[config.mk]
export PLATFORM = sky130hd
export DESIGN_NAME = escaped_api_frame_encoder_core_flat
export DESIGN_NICKNAME = d
export VERILOG_FILES = /design/src/design/eafe_pkg.sv /design/src/design/eafe_req_if.sv /design/src/design/eafe_rsp_if.sv /design/src/design/eafe_front.sv /design/src/design/eafe_emit.sv /design/src/design/escaped_api_frame_encoder_core.sv /design/src/flat_wrapper.sv
export VERILOG_INCLUDE_DIRS = /design/src /design/src/design
export SDC_FILE = /design/constraint.sdc
export NUM_CORES = 1
export LEC_CHECK = 0
export ABC_AREA = 1
export BUFFER_PORTS_ARGS = -buffer_cell sky130_fd_sc_hd__buf_2
export CAP_MARGIN = 5
export CORE_ASPECT_RATIO = 0.7
export CORE_MARGIN = 2
export CORE_UTILIZATION = 39
export DETAILED_ROUTE_END_ITERATION = 8
export SLEW_MARGIN = 20
export SYNTH_ARGS = -nofsm -noshare
export SYNTH_HDL_FRONTEND = slang
export SYNTH_SLANG_ARGS = --single-unit
export TNS_END_PERCENT = 1
[constraint.sdc]
create_clock -name clock -period 4.3 [get_ports clock]
set_clock_uncertainty 0.05 [all_clocks]
set_input_delay 0.86 -clock clock [delete_from_list [all_inputs] [get_ports clock]]
set_output_delay 0.86 -clock clock [all_outputs]
set_load 0.01 [all_outputs]
[src/design/assert_macros.svh]
// Assertion macros shared by the frame encoder RTL.
`ifndef ASSERT_MACROS_SVH
`define ASSERT_MACROS_SVH

// Same-cycle implication, checked on every rising clock edge outside reset.
`define EAFE_ASSERT_IMP(label, clk, rst, ante, cons) \
   label: assert property (@(posedge clk) disable iff (rst) (ante) |-> (cons)) \
      else $error("frame encoder check failed: same-cycle implication");

// Next-cycle implication, checked on every rising clock edge outside reset.
`define EAFE_ASSERT_NEXT(label, clk, rst, ante, cons) \
   label: assert property (@(posedge clk) disable iff (rst) (ante) |=> (cons)) \
      else $error("frame encoder check failed: next-cycle implication");

`endif

[src/design/eafe_pkg.sv]
// Package with the types, constants and byte helpers of the frame encoder.
`timescale 1ns / 1ps
`default_nettype none

package eafe_pkg;

   // Longest body a begin beat may announce.
   localparam int unsigned MAX_BODY = 255;

   // Wire bytes and escape handling.
   localparam logic [7:0] DELIM     = 8'h7E;
   localparam logic [7:0] ESC       = 8'h7D;
   localparam logic [7:0] XON       = 8'h11;
   localparam logic [7:0] XOFF      = 8'h13;
   localparam logic [7:0] ESC_XOR   = 8'h20;
   localparam logic [7:0] CK_BASE   = 8'hFF;
   localparam logic [7:0] ADDR_HI   = 8'hFF;
   localparam logic [7:0] ADDR_LO   = 8'hFE;
   localparam logic [7:0] ZERO_BYTE = 8'h00;

   // Input beat kinds.
   localparam logic [1:0] KIND_BEGIN_TX = 2'd0;
   localparam logic [1:0] KIND_BEGIN_AT = 2'd1;
   localparam logic [1:0] KIND_BODY     = 2'd2;

   // Configuration register indexes and reset values.
   localparam int unsigned CSR_IDX_W   = 1;
   localparam logic [CSR_IDX_W-1:0] REG_TX_TYPE = 1'b0;
   localparam logic [CSR_IDX_W-1:0] REG_AT_TYPE = 1'b1;
   localparam logic [7:0] TX_TYPE_RST = 8'h10;
   localparam logic [7:0] AT_TYPE_RST = 8'h08;

   // Frame bytes ahead of the body, counted in the length field.
   localparam logic [8:0] TX_HDR_LEN = 9'd12;
   localparam logic [8:0] AT_HDR_LEN = 9'd4;

   // Position of the final logical byte of each job (checksum included or not).
   localparam logic [3:0] TX_LAST_CK   = 4'd15;
   localparam logic [3:0] TX_LAST_NOCK = 4'd14;
   localparam logic [3:0] AT_LAST_CK   = 4'd7;
   localparam logic [3:0] AT_LAST_NOCK = 4'd6;
   localparam logic [3:0] BD_LAST_CK   = 4'd1;
   localparam logic [3:0] BD_LAST_NOCK = 4'd0;

   // Logical byte positions inside a begin job.
   localparam logic [3:0] POS_DELIM  = 4'd0;
   localparam logic [3:0] POS_LEN_HI = 4'd1;
   localparam logic [3:0] POS_LEN_LO = 4'd2;
   localparam logic [3:0] POS_TYPE   = 4'd3;
   localparam logic [3:0] POS_ID     = 4'd4;
   localparam logic [3:0] POS_CMD_HI = 4'd5;
   localparam logic [3:0] POS_CMD_LO = 4'd6;
   localparam logic [3:0] POS_ADR_HI = 4'd11;
   localparam logic [3:0] POS_ADR_LO = 4'd12;

   typedef enum logic [1:0] {
      JOB_TX,
      JOB_AT,
      JOB_BODY
   } job_kind_type;

   // One accepted beat, reduced to the logical bytes it sends.
   typedef struct packed {
      job_kind_type kind;
      logic [8:0]   len_field;
      logic [7:0]   type_byte;
      logic [7:0]   frame_id;
      logic [7:0]   cmd_hi;
      logic [7:0]   cmd_lo;
      logic [7:0]   data;
      logic [7:0]   checksum;
      logic         has_ck;
      logic [3:0]   last_idx;
   } job_type;

   // Emitter status seen by the top level.
   typedef struct packed {
      logic take_ok;
      logic busy;
      logic job_done;
      logic esc_pending;
   } emit_stat_type;

   // Logical (unescaped) byte at a position of a job.
   function automatic logic [7:0] job_byte(input job_type j, input logic [3:0] idx);
      logic [7:0] b;
      b = ZERO_BYTE;
      if (j.has_ck && (idx == j.last_idx)) begin
         b = j.checksum;
      end else if (j.kind == JOB_BODY) begin
         b = j.data;
      end else begin
         unique case (idx)
            POS_DELIM:  b = DELIM;
            POS_LEN_HI: b = {7'd0, j.len_field[8]};
            POS_LEN_LO: b = j.len_field[7:0];
            POS_TYPE:   b = j.type_byte;
            POS_ID:     b = j.frame_id;
            POS_CMD_HI: b = (j.kind == JOB_AT) ? j.cmd_hi : ZERO_BYTE;
            POS_CMD_LO: b = (j.kind == JOB_AT) ? j.cmd_lo : ZERO_BYTE;
            POS_ADR_HI: b = ADDR_HI;
            POS_ADR_LO: b = ADDR_LO;
            default:    b = ZERO_BYTE;
         endcase
      end
      return b;
   endfunction

   // Bytes that must go out as an escape pair.
   function automatic logic needs_escape(input logic [7:0] b);
      return (b == DELIM) || (b == ESC) || (b == XON) || (b == XOFF);
   endfunction

   // Everything but the start delimiter of a frame is subject to escaping.
   function automatic logic escapable(input job_type j, input logic [3:0] idx);
      return !((j.kind != JOB_BODY) && (idx == POS_DELIM));
   endfunction

endpackage

`default_nettype wire

[src/design/eafe_req_if.sv]
// Input channel: begin and body beats with valid/ready handshake.
`timescale 1ns / 1ps
`default_nettype none

interface eafe_req_if;
   logic        valid;
   logic        ready;
   logic [1:0]  kind;
   logic [7:0]  body_length;
   logic [15:0] command_chars;
   logic [7:0]  data_byte;

   modport source (output valid, kind, body_length, command_chars, data_byte,
                   input ready);
   modport sink   (input valid, kind, body_length, command_chars, data_byte,
                   output ready);
endinterface

`default_nettype wire

[src/design/eafe_rsp_if.sv]
// Result channel: escaped wire bytes with valid/ready handshake.
`timescale 1ns / 1ps
`default_nettype none

interface eafe_rsp_if;
   logic       valid;
   logic       ready;
   logic [7:0] out_byte;
   logic       last_of_run;
   logic       end_of_frame;

   modport source (output valid, out_byte, last_of_run, end_of_frame, input ready);
   modport sink   (input valid, out_byte, last_of_run, end_of_frame, output ready);
endinterface

`default_nettype wire

[src/design/eafe_front.sv]
// Frame state, configuration registers and job building for each accepted beat.
`timescale 1ns / 1ps
`default_nettype none

module eafe_front (
   input  wire                                clock,
   input  wire                                reset,
   input  wire                                csr_we,
   input  wire [eafe_pkg::CSR_IDX_W-1:0]      csr_index,
   input  wire [7:0]                          csr_wdata,
   input  wire                                item_fire,
   input  wire [1:0]                          kind,
   input  wire [7:0]                          body_length,
   input  wire [15:0]                         command_chars,
   input  wire [7:0]                          data_byte,
   output eafe_pkg::job_type                  job,
   output logic                               job_valid
);

   logic [7:0] tx_type_ff;
   logic [7:0] at_type_ff;
   logic [7:0] counter_ff, counter_in;
   logic       open_ff, open_in;
   logic [7:0] remain_ff, remain_in;
   logic [7:0] sum_ff, sum_in;

   logic [7:0] blen;
   logic [7:0] frame_id;
   logic [7:0] hdr_sum;
   logic [7:0] body_sum;
   logic       is_tx;

   // Build the job and the next frame state for the beat on the input.
   always_comb begin
      blen      = (body_length > 8'(eafe_pkg::MAX_BODY)) ?
                  8'(eafe_pkg::MAX_BODY) : body_length;
      frame_id  = counter_ff + 8'd1;
      is_tx     = (kind == eafe_pkg::KIND_BEGIN_TX);
      hdr_sum   = is_tx ?
                  (tx_type_ff + frame_id + eafe_pkg::ADDR_HI + eafe_pkg::ADDR_LO) :
                  (at_type_ff + frame_id + command_chars[15:8] + command_chars[7:0]);
      body_sum  = sum_ff + data_byte;

      counter_in = counter_ff;
      open_in    = open_ff;
      remain_in  = remain_ff;
      sum_in     = sum_ff;
      job        = '0;
      job_valid  = 1'b0;

      case (kind) inside
         eafe_pkg::KIND_BEGIN_TX, eafe_pkg::KIND_BEGIN_AT: begin
            job_valid     = 1'b1;
            job.kind      = is_tx ? eafe_pkg::JOB_TX : eafe_pkg::JOB_AT;
            job.len_field = {1'b0, blen} +
                            (is_tx ? eafe_pkg::TX_HDR_LEN : eafe_pkg::AT_HDR_LEN);
            job.type_byte = is_tx ? tx_type_ff : at_type_ff;
            job.frame_id  = frame_id;
            job.cmd_hi    = command_chars[15:8];
            job.cmd_lo    = command_chars[7:0];
            job.has_ck    = (blen == 8'd0);
            job.checksum  = eafe_pkg::CK_BASE - hdr_sum;
            if (is_tx) begin
               job.last_idx = job.has_ck ? eafe_pkg::TX_LAST_CK : eafe_pkg::TX_LAST_NOCK;
            end else begin
               job.last_idx = job.has_ck ? eafe_pkg::AT_LAST_CK : eafe_pkg::AT_LAST_NOCK;
            end
            counter_in = frame_id;
            // An empty body closes the frame right away.
            if (blen == 8'd0) begin
               open_in   = 1'b0;
               remain_in = 8'd0;
               sum_in    = 8'd0;
            end else begin
               open_in   = 1'b1;
               remain_in = blen;
               sum_in    = hdr_sum;
            end
         end
         eafe_pkg::KIND_BODY: begin
            // A body beat outside an open frame is dropped.
            if (open_ff && (remain_ff != 8'd0)) begin
               job_valid    = 1'b1;
               job.kind     = eafe_pkg::JOB_BODY;
               job.data     = data_byte;
               job.has_ck   = (remain_ff == 8'd1);
               job.checksum = eafe_pkg::CK_BASE - body_sum;
               job.last_idx = job.has_ck ? eafe_pkg::BD_LAST_CK : eafe_pkg::BD_LAST_NOCK;
               remain_in    = remain_ff - 8'd1;
               if (remain_ff == 8'd1) begin
                  open_in = 1'b0;
                  sum_in  = 8'd0;
               end else begin
                  sum_in  = body_sum;
               end
            end
         end
         default: begin
            job_valid = 1'b0;
         end
      endcase
   end

   // Frame state advances once per accepted beat.
   always_ff @(posedge clock) begin
      if (reset) begin
         counter_ff <= 8'd0;
         open_ff    <= 1'b0;
         remain_ff  <= 8'd0;
         sum_ff     <= 8'd0;
      end else if (item_fire) begin
         counter_ff <= counter_in;
         open_ff    <= open_in;
         remain_ff  <= remain_in;
         sum_ff     <= sum_in;
      end
   end

   // Configuration registers.
   always_ff @(posedge clock) begin
      if (reset) begin
         tx_type_ff <= eafe_pkg::TX_TYPE_RST;
         at_type_ff <= eafe_pkg::AT_TYPE_RST;
      end else if (csr_we) begin
         unique case (csr_index)
            eafe_pkg::REG_TX_TYPE: tx_type_ff <= csr_wdata;
            eafe_pkg::REG_AT_TYPE: at_type_ff <= csr_wdata;
            default:               tx_type_ff <= tx_type_ff;
         endcase
      end
   end

endmodule

`default_nettype wire

[src/design/eafe_emit.sv]
// Job register and byte emitter with escaping, feeding the result register.
`timescale 1ns / 1ps
`default_nettype none

module eafe_emit (
   input  wire                      clock,
   input  wire                      reset,
   input  eafe_pkg::job_type        job,
   input  wire                      job_valid,
   input  wire                      item_fire,
   output eafe_pkg::emit_stat_type  stat,
   eafe_rsp_if.source               rsp_bus
);

   eafe_pkg::job_type job_ff;
   logic              busy_ff, busy_in;
   logic [3:0]        idx_ff, idx_in;
   logic              esc_ff, esc_in;
   logic              out_valid_ff, out_valid_in;
   logic [7:0]        out_byte_ff, out_byte_in;
   logic              out_last_ff, out_last_in;
   logic              out_eof_ff, out_eof_in;

   logic [7:0] cur_byte;
   logic       need_esc;
   logic       byte_final;
   logic       at_last;
   logic       out_free;
   logic       advance;
   logic       job_done;
   logic       load_job;

   // Pick the next wire byte of the current job.
   always_comb begin
      cur_byte   = eafe_pkg::job_byte(job_ff, idx_ff);
      need_esc   = eafe_pkg::escapable(job_ff, idx_ff) && eafe_pkg::needs_escape(cur_byte);
      byte_final = esc_ff || !need_esc;
      at_last    = (idx_ff == job_ff.last_idx);
      out_free   = !out_valid_ff || rsp_bus.ready;
      advance    = busy_ff && out_free;
      job_done   = advance && byte_final && at_last;
      load_job   = item_fire && job_valid;

      busy_in      = busy_ff;
      idx_in       = idx_ff;
      esc_in       = esc_ff;
      out_valid_in = out_valid_ff && !rsp_bus.ready;
      out_byte_in  = out_byte_ff;
      out_last_in  = out_last_ff;
      out_eof_in   = out_eof_ff;

      if (advance) begin
         out_valid_in = 1'b1;
         out_byte_in  = esc_ff ? (cur_byte ^ eafe_pkg::ESC_XOR) :
                        (need_esc ? eafe_pkg::ESC : cur_byte);
         out_last_in  = byte_final && at_last;
         out_eof_in   = byte_final && at_last && job_ff.has_ck;
         esc_in       = !byte_final;
         if (byte_final) begin
            idx_in = idx_ff + 4'd1;
         end
      end

      // A new job replaces the one that finishes in this cycle.
      if (load_job) begin
         busy_in = 1'b1;
         idx_in  = 4'd0;
         esc_in  = 1'b0;
      end else if (job_done) begin
         busy_in = 1'b0;
      end
   end

   // Control registers.
   always_ff @(posedge clock) begin
      if (reset) begin
         busy_ff      <= 1'b0;
         idx_ff       <= 4'd0;
         esc_ff       <= 1'b0;
         out_valid_ff <= 1'b0;
      end else begin
         busy_ff      <= busy_in;
         idx_ff       <= idx_in;
         esc_ff       <= esc_in;
         out_valid_ff <= out_valid_in;
      end
   end

   // Payload registers.
   always_ff @(posedge clock) begin
      if (load_job) begin
         job_ff <= job;
      end
      out_byte_ff <= out_byte_in;
      out_last_ff <= out_last_in;
      out_eof_ff  <= out_eof_in;
   end

   assign stat.take_ok     = !busy_ff || job_done;
   assign stat.busy        = busy_ff;
   assign stat.job_done    = job_done;
   assign stat.esc_pending = esc_ff;

   assign rsp_bus.valid        = out_valid_ff;
   assign rsp_bus.out_byte     = out_byte_ff;
   assign rsp_bus.last_of_run  = out_last_ff;
   assign rsp_bus.end_of_frame = out_eof_ff;

endmodule

`default_nettype wire

[src/design/escaped_api_frame_encoder_core.sv]
// Top level of the escaped API frame encoder.
`timescale 1ns / 1ps
`default_nettype none

// Turns begin and body beats into the escaped byte stream of API frames, one
// wire byte per cycle while the result channel is ready. A transmit begin
// beat sends 15 to 18 bytes (16 to 19 with the checksum of an empty frame), an
// AT begin beat 7 to 12 (8 to 13 with the checksum), and a body beat 1 to 4;
// an escaped byte goes out as a pair. All frame bytes pass through the single
// byte-wide result register. The next beat is taken in the cycle the current
// run sends its final byte, and beats that send nothing (a body beat with no
// frame open, kind 3) are taken whenever the emitter is free. Configuration
// writes take effect on the following beat; a begin beat while a frame is
// open drops the open frame without its checksum.
module escaped_api_frame_encoder_core (
   input  wire                               clock,
   input  wire                               reset,
   eafe_req_if.sink                          req_bus,
   eafe_rsp_if.source                        rsp_bus,
   input  wire                               csr_we,
   input  wire [eafe_pkg::CSR_IDX_W-1:0]     csr_index,
   input  wire [7:0]                         csr_wdata
);

`include "assert_macros.svh"

   eafe_pkg::job_type       job;
   logic                    job_valid;
   eafe_pkg::emit_stat_type stat;
   logic                    req_fire;

   // A beat is taken whenever the emitter can start a new job.
   assign req_bus.ready = stat.take_ok;
   assign req_fire      = req_bus.valid && stat.take_ok;

   eafe_front u_front (
      .clock         (clock),
      .reset         (reset),
      .csr_we        (csr_we),
      .csr_index     (csr_index),
      .csr_wdata     (csr_wdata),
      .item_fire     (req_fire),
      .kind          (req_bus.kind),
      .body_length   (req_bus.body_length),
      .command_chars (req_bus.command_chars),
      .data_byte     (req_bus.data_byte),
      .job           (job),
      .job_valid     (job_valid)
   );

   eafe_emit u_emit (
      .clock     (clock),
      .reset     (reset),
      .job       (job),
      .job_valid (job_valid),
      .item_fire (req_fire),
      .stat      (stat),
      .rsp_bus   (rsp_bus)
   );

   // The checksum byte always closes its run.
   `EAFE_ASSERT_IMP(a_eof_is_last, clock, reset, rsp_bus.valid && rsp_bus.end_of_frame, rsp_bus.last_of_run)
   // While the second half of an escape pair waits, the escape byte is on the output.
   `EAFE_ASSERT_IMP(a_esc_shown, clock, reset, stat.esc_pending, rsp_bus.valid && (rsp_bus.out_byte == eafe_pkg::ESC))
   // A finished job with no beat behind it leaves the emitter idle.
   `EAFE_ASSERT_NEXT(a_done_idle, clock, reset, stat.job_done && !req_fire, !stat.busy && !stat.esc_pending)

endmodule

`default_nettype wire
[src/flat_wrapper.sv]
// flat-port wrapper written by rule: the top's interface ports become plain ports
module escaped_api_frame_encoder_core_flat 
  (clock, reset, csr_we, csr_index, csr_wdata, req_bus_valid, req_bus_kind, req_bus_body_length, req_bus_command_chars, req_bus_data_byte, req_bus_ready, rsp_bus_valid, rsp_bus_out_byte, rsp_bus_last_of_run, rsp_bus_end_of_frame, rsp_bus_ready);
  eafe_req_if req_bus_i ();
  eafe_rsp_if rsp_bus_i ();
  input  wire clock;
  input  wire reset;
  input  wire csr_we;
  input  wire [eafe_pkg::CSR_IDX_W-1:0] csr_index;
  input  wire [7:0] csr_wdata;
  input wire logic [$bits(req_bus_i.valid)-1:0] req_bus_valid;
  input wire logic [$bits(req_bus_i.kind)-1:0] req_bus_kind;
  input wire logic [$bits(req_bus_i.body_length)-1:0] req_bus_body_length;
  input wire logic [$bits(req_bus_i.command_chars)-1:0] req_bus_command_chars;
  input wire logic [$bits(req_bus_i.data_byte)-1:0] req_bus_data_byte;
  output wire logic [$bits(req_bus_i.ready)-1:0] req_bus_ready;
  output wire logic [$bits(rsp_bus_i.valid)-1:0] rsp_bus_valid;
  output wire logic [$bits(rsp_bus_i.out_byte)-1:0] rsp_bus_out_byte;
  output wire logic [$bits(rsp_bus_i.last_of_run)-1:0] rsp_bus_last_of_run;
  output wire logic [$bits(rsp_bus_i.end_of_frame)-1:0] rsp_bus_end_of_frame;
  input wire logic [$bits(rsp_bus_i.ready)-1:0] rsp_bus_ready;
  assign req_bus_i.valid = req_bus_valid;
  assign req_bus_i.kind = req_bus_kind;
  assign req_bus_i.body_length = req_bus_body_length;
  assign req_bus_i.command_chars = req_bus_command_chars;
  assign req_bus_i.data_byte = req_bus_data_byte;
  assign req_bus_ready = req_bus_i.ready;
  assign rsp_bus_valid = rsp_bus_i.valid;
  assign rsp_bus_out_byte = rsp_bus_i.out_byte;
  assign rsp_bus_last_of_run = rsp_bus_i.last_of_run;
  assign rsp_bus_end_of_frame = rsp_bus_i.end_of_frame;
  assign rsp_bus_i.ready = rsp_bus_ready;
  escaped_api_frame_encoder_core u_core (.clock(clock), .reset(reset), .req_bus(req_bus_i), .rsp_bus(rsp_bus_i), .csr_we(csr_we), .csr_index(csr_index), .csr_wdata(csr_wdata));
endmodule
==> parameters.txt <==
Parameter                              Value

Route
  Count of vias placed by the detailed router    just over 6k
  Routed wire length per instance    15.30 um
  Residual DRC count    0
  Post-DRT Antenna Nets    0
  Number of iterations in the first detailed-routing pass    5
  Final WL    19.36 mm
  Average via count per standard cell    about 4.9
  Initial DRC Count    525

Critical path
  Endpoint kind of the worst setup timing path    output port
  End of the worst register-to-register path    u_core.u_emit.job_ff[12]$_DFFE_PP_
  Capturing element of the worst setup path    req_bus_ready
  Worst setup path class    register to output port
  Largest fanout of any net on the critical path    12
  Worst R2R Path Depth    16
  Data required time at the worst endpoint    approximately 3400 ps
  Worst reg2reg startpoint    u_core.u_front.counter_ff[0]$_SDFFE_PP0P_
  Beginning of the critical path    u_core.u_emit.idx_ff[0]$_SDFFE_PP0N_
  Internal reg-to-reg setup slack    630 ps
  Endpoint arrival time on the critical path    3100 ps
  Element type at the critical path start    register

Global routing
  Global-route wire length before repair    31.03 mm
  Global routing usage on met2    between 20% and 30%
  Global-route total usage across every layer    20.42%
  Total grt overflow    0
  Met1 usage in global routing    between 30 and 40%
  Busiest layer in global routing    met1
  Global routing met3 resource utilization    5.749%
  Largest net degree at the start of global routing    47
  Number of global-route vias before repair    ~5.7k
  Antenna violations before repair    0

STA
  Final setup vio count    0
  RSZ-0062 raised after global routing    no
  Worst Tran Pin Value    661.1 ps
  Final critical path time including I/O delays and setup    4007 ps
  Slew Limit Fails    0
  Setup WS post-layout    around 290 ps
  Fraction of the cycle the final worst path needs    93.18%
  Post-Route Setup TNS    0 ps
  Final hold vios    0
  Highest clock frequency the design can meet    between 0.2 and 0.25 GHz
  Remaining max-slew budget at the tightest pin    55.93%

Pwr
  Power per cell area    slightly above 400 nW/um2
  Overall power of the completed layout    0.003539 W
  Leakage Power    4.104 nW
  Worst IR drop on VDD    0.0001949 V

Min path
  Startpoint of the tightest hold check path    u_core.u_front.open_ff$_SDFFE_PP0P_
  Worst min-delay path category    register to register

Outcome
  Result of the run    finished, final reports clean

Yosys
  Area share of the largest cell type after synthesis    29.20%
  Warnings, synthesis    0
  Synth Flop Type    edfxtp_1
  Share of the synthesized area in compound gates (AO/OA/AOI/OAI)    8.602%
  Number of enable-type register cells in the synthesized netlist    72
  Basic-gate share of the synthesized area counting and, or, nand and nor cells    approximately 25%
  Most common cell in the synthesized netlist    nand2_1
  Proportion of synthesized flip-flops having asynchronous set or reset    0%
  Multiplexer area fraction after synthesis    0%
  Leading area contributor after synthesis    edfxtp_1
  Net count after synthesis    about 1.0k
  Syn Area/Cell    7.818 um2
  Leading cell types by count after synthesis    194 x nand2_1, 175 x inv_1, 112 x nor2_1, 72 x edfxtp_1
  Most area-consuming cells after synthesis    edfxtp_1 29%, dfxtp_1 13%, nand2_1 9.8%
  Cells after Synth    947
  Dominant combinational cell family by area after synthesis    simple AND/OR/NAND/NOR gates
  Xor and xnor area share after synthesis    2.839%
  Synthesized flop and latch total    120
  Post-synthesis share of cell area spent on full adders, half adders and majority gates    10.68%
  Distinct cells, synth    37
  Mapped Area    ~7400 um2
  Sequential cell area fraction in the yosys report    between 40 and 50%

Finish
  Ant. Diodes    0
  Growth of design area from synthesis to finish    16.55%
  Area used by multi-input combinational logic    ~3500 um2
  Number of nets at the end of the flow    1111
  Filler cells    1810
  Fraction of final layout cells sized beyond drive strength 1    12.51%
  Sequential cell area    about 3100 um2
  Final Non-Filler Cells    approximately 1.3k

Die
  Die area    20120 um2
  Floorplan Core Area    18760 um2
  Core Rows    42
  Die Y    119.3 um
  Horizontal extent of the die    about 170 um
  Initial Utilization    39.46%
  Total I/O pin count    60

Clock network
  Number of buffers inserted by post-CTS setup repair    0
  Clock input transition at the sequential cells of the worst setup and hold paths    60 ps
  Worst-Skew Late Latency    430 ps
  Buffers from clock root to sink, at most    2
  Post-CTS sizing    0
  CTS HTree Levels    4
  CTS Buf Count    17
  Number of clock sinks seen by CTS    120
  Clock Root Buffer    clkbuf_16
  TritonCTS clock tree    built
  # hold bufs at CTS    0

Placement
  Post-DP HPWL    15.03 mm
  Gp weighted congestion    0.9074
  Cell total after placement    between 1k and 1.5k
  Total of buffers placed on input and output ports    59
  Placement-stage worst setup slack    roughly 35 ps

Flow run
  Max-Cap Viols    0
-- sequential cells by signal (all words and copies together), names as in the netlist --
register and count:
u_core.u_front.remain_ff 8, u_core.u_emit.rsp_bus.last_of_run 1, u_core.u_emit.job_ff 62, u_core.u_front.counter_ff 8, u_core.u_emit.rsp_bus.valid 1, u_core.u_front.at_type_ff 8, u_core.u_emit.rsp_bus.out_byte 8, u_core.u_front.tx_type_ff 8
u_core.u_emit.busy_ff 1, u_core.u_emit.esc_ff 1, u_core.u_front.sum_ff 8, u_core.u_front.open_ff 1, u_core.u_emit.idx_ff 4, u_core.u_emit.rsp_bus.end_of_frame 1
-- placed cells by master (no fill, tap or decap), types with 33 or more instances in the layout --
cell / synthesis / layout
nand3_1: 47 / 47
ha_1: 36 / 35
nand2_1: 194 / 194
dfxtp_1: 48 / 48
nand4_1: 33 / 33
o21ai_0: 43 / 43
edfxtp_1: 72 / 72
nor2_1: 112 / 112
buf_2: 8 / 59
inv_1: 175 / 174
a21oi_1: 48 / 47
-- cells by family (layout without fill, tap and decap cells) --
group	Yosys count	count (layout)
AOI/OAI and AO/OA	118	118
xor gates and xnor gates	24	24
adders and majority gates	53	53
buffers and inverters	213	289
DFF	120	120
and+or+nand+nor	419	419
-- critical path, cell delays in order (launching register included) --
cell and delay, ps:
dfxtp_1 370, inv_1 140, ha_2 370, nand2_1 150
nor2_1 170, nor2_1 90, nand3_1 100, nand2_1 60
a21oi_1 220, nand3_1 110, nand3_1 90, nand2_1 100
nand2_4 140, nand3_2 180, nand2_4 210, buf_2 160
-- how the worst min path moves through the flow --
| stage | cells after the start | to | slack [ps] |
|---|---|---|---|
| 5_1_grt | 2 | u_core.u_front.open_ff$_SDFFE_PP0P_ | 450 |
| 6_report | 2 | u_core.u_front.open_ff$_SDFFE_PP0P_ | 420 |
| 4_1_cts | 2 | u_core.u_front.open_ff$_SDFFE_PP0P_ | 420 |
| 2_1_floorplan | 2 | u_core.u_front.open_ff$_SDFFE_PP0P_ | 390 |
| 3_5_place_dp | 2 | u_core.u_front.open_ff$_SDFFE_PP0P_ | 410 |
| 3_3_place_gp | 2 | u_core.u_front.open_ff$_SDFFE_PP0P_ | 400 |
-- stage by stage --
stage | utilization, % | hold slack (ps) | instance area (um2)
6_report | 45.99 | 415.0 | 8628
5_1_grt | 45.99 | 448.5 | 8628
4_1_cts | 45.92 | 415.6 | 8615
3_5_place_dp | 42.71 | 407.3 | 8013
3_3_place_gp | 42.71 | 402.9 | 8013
2_1_floorplan | - | 389.8 | 7403
-- metal layers --
| metal | wire [um] | up-vias |
|---|---|---|
| li1 | - | 3171 |
| met1 | 10070 | 2835 |
| met2 | 7806 | 165 |
| met3 | 1235 | 17 |
| met4 | 249 | 0 |
| met5 | 0 | - |
-- report_power, final --
| group | leakage (nW) | internal (W) | switching [W] | total (W) |
|---|---|---|---|---|
| Sequential | 1.08 | 0.00130 | 0.0000355 | 0.00134 |
| Combinational | 2.74 | 0.000267 | 0.000463 | 0.000730 |
| Clock | 0.281 | 0.000913 | 0.000556 | 0.00147 |
| Total | 4.10 | 0.00248 | 0.00105 | 0.00354 |
-- cell type report --
class	instances	area share, %
inverter	180	7.831
sequential	120	36.19
multi-input combinational	614	40.21
clock buffer	18	4.974
tap	242	3.509
timing repair buffer	77	5.278
clock inverter	14	2.001
No activity file was read; power rests on OpenSTA's default activity.
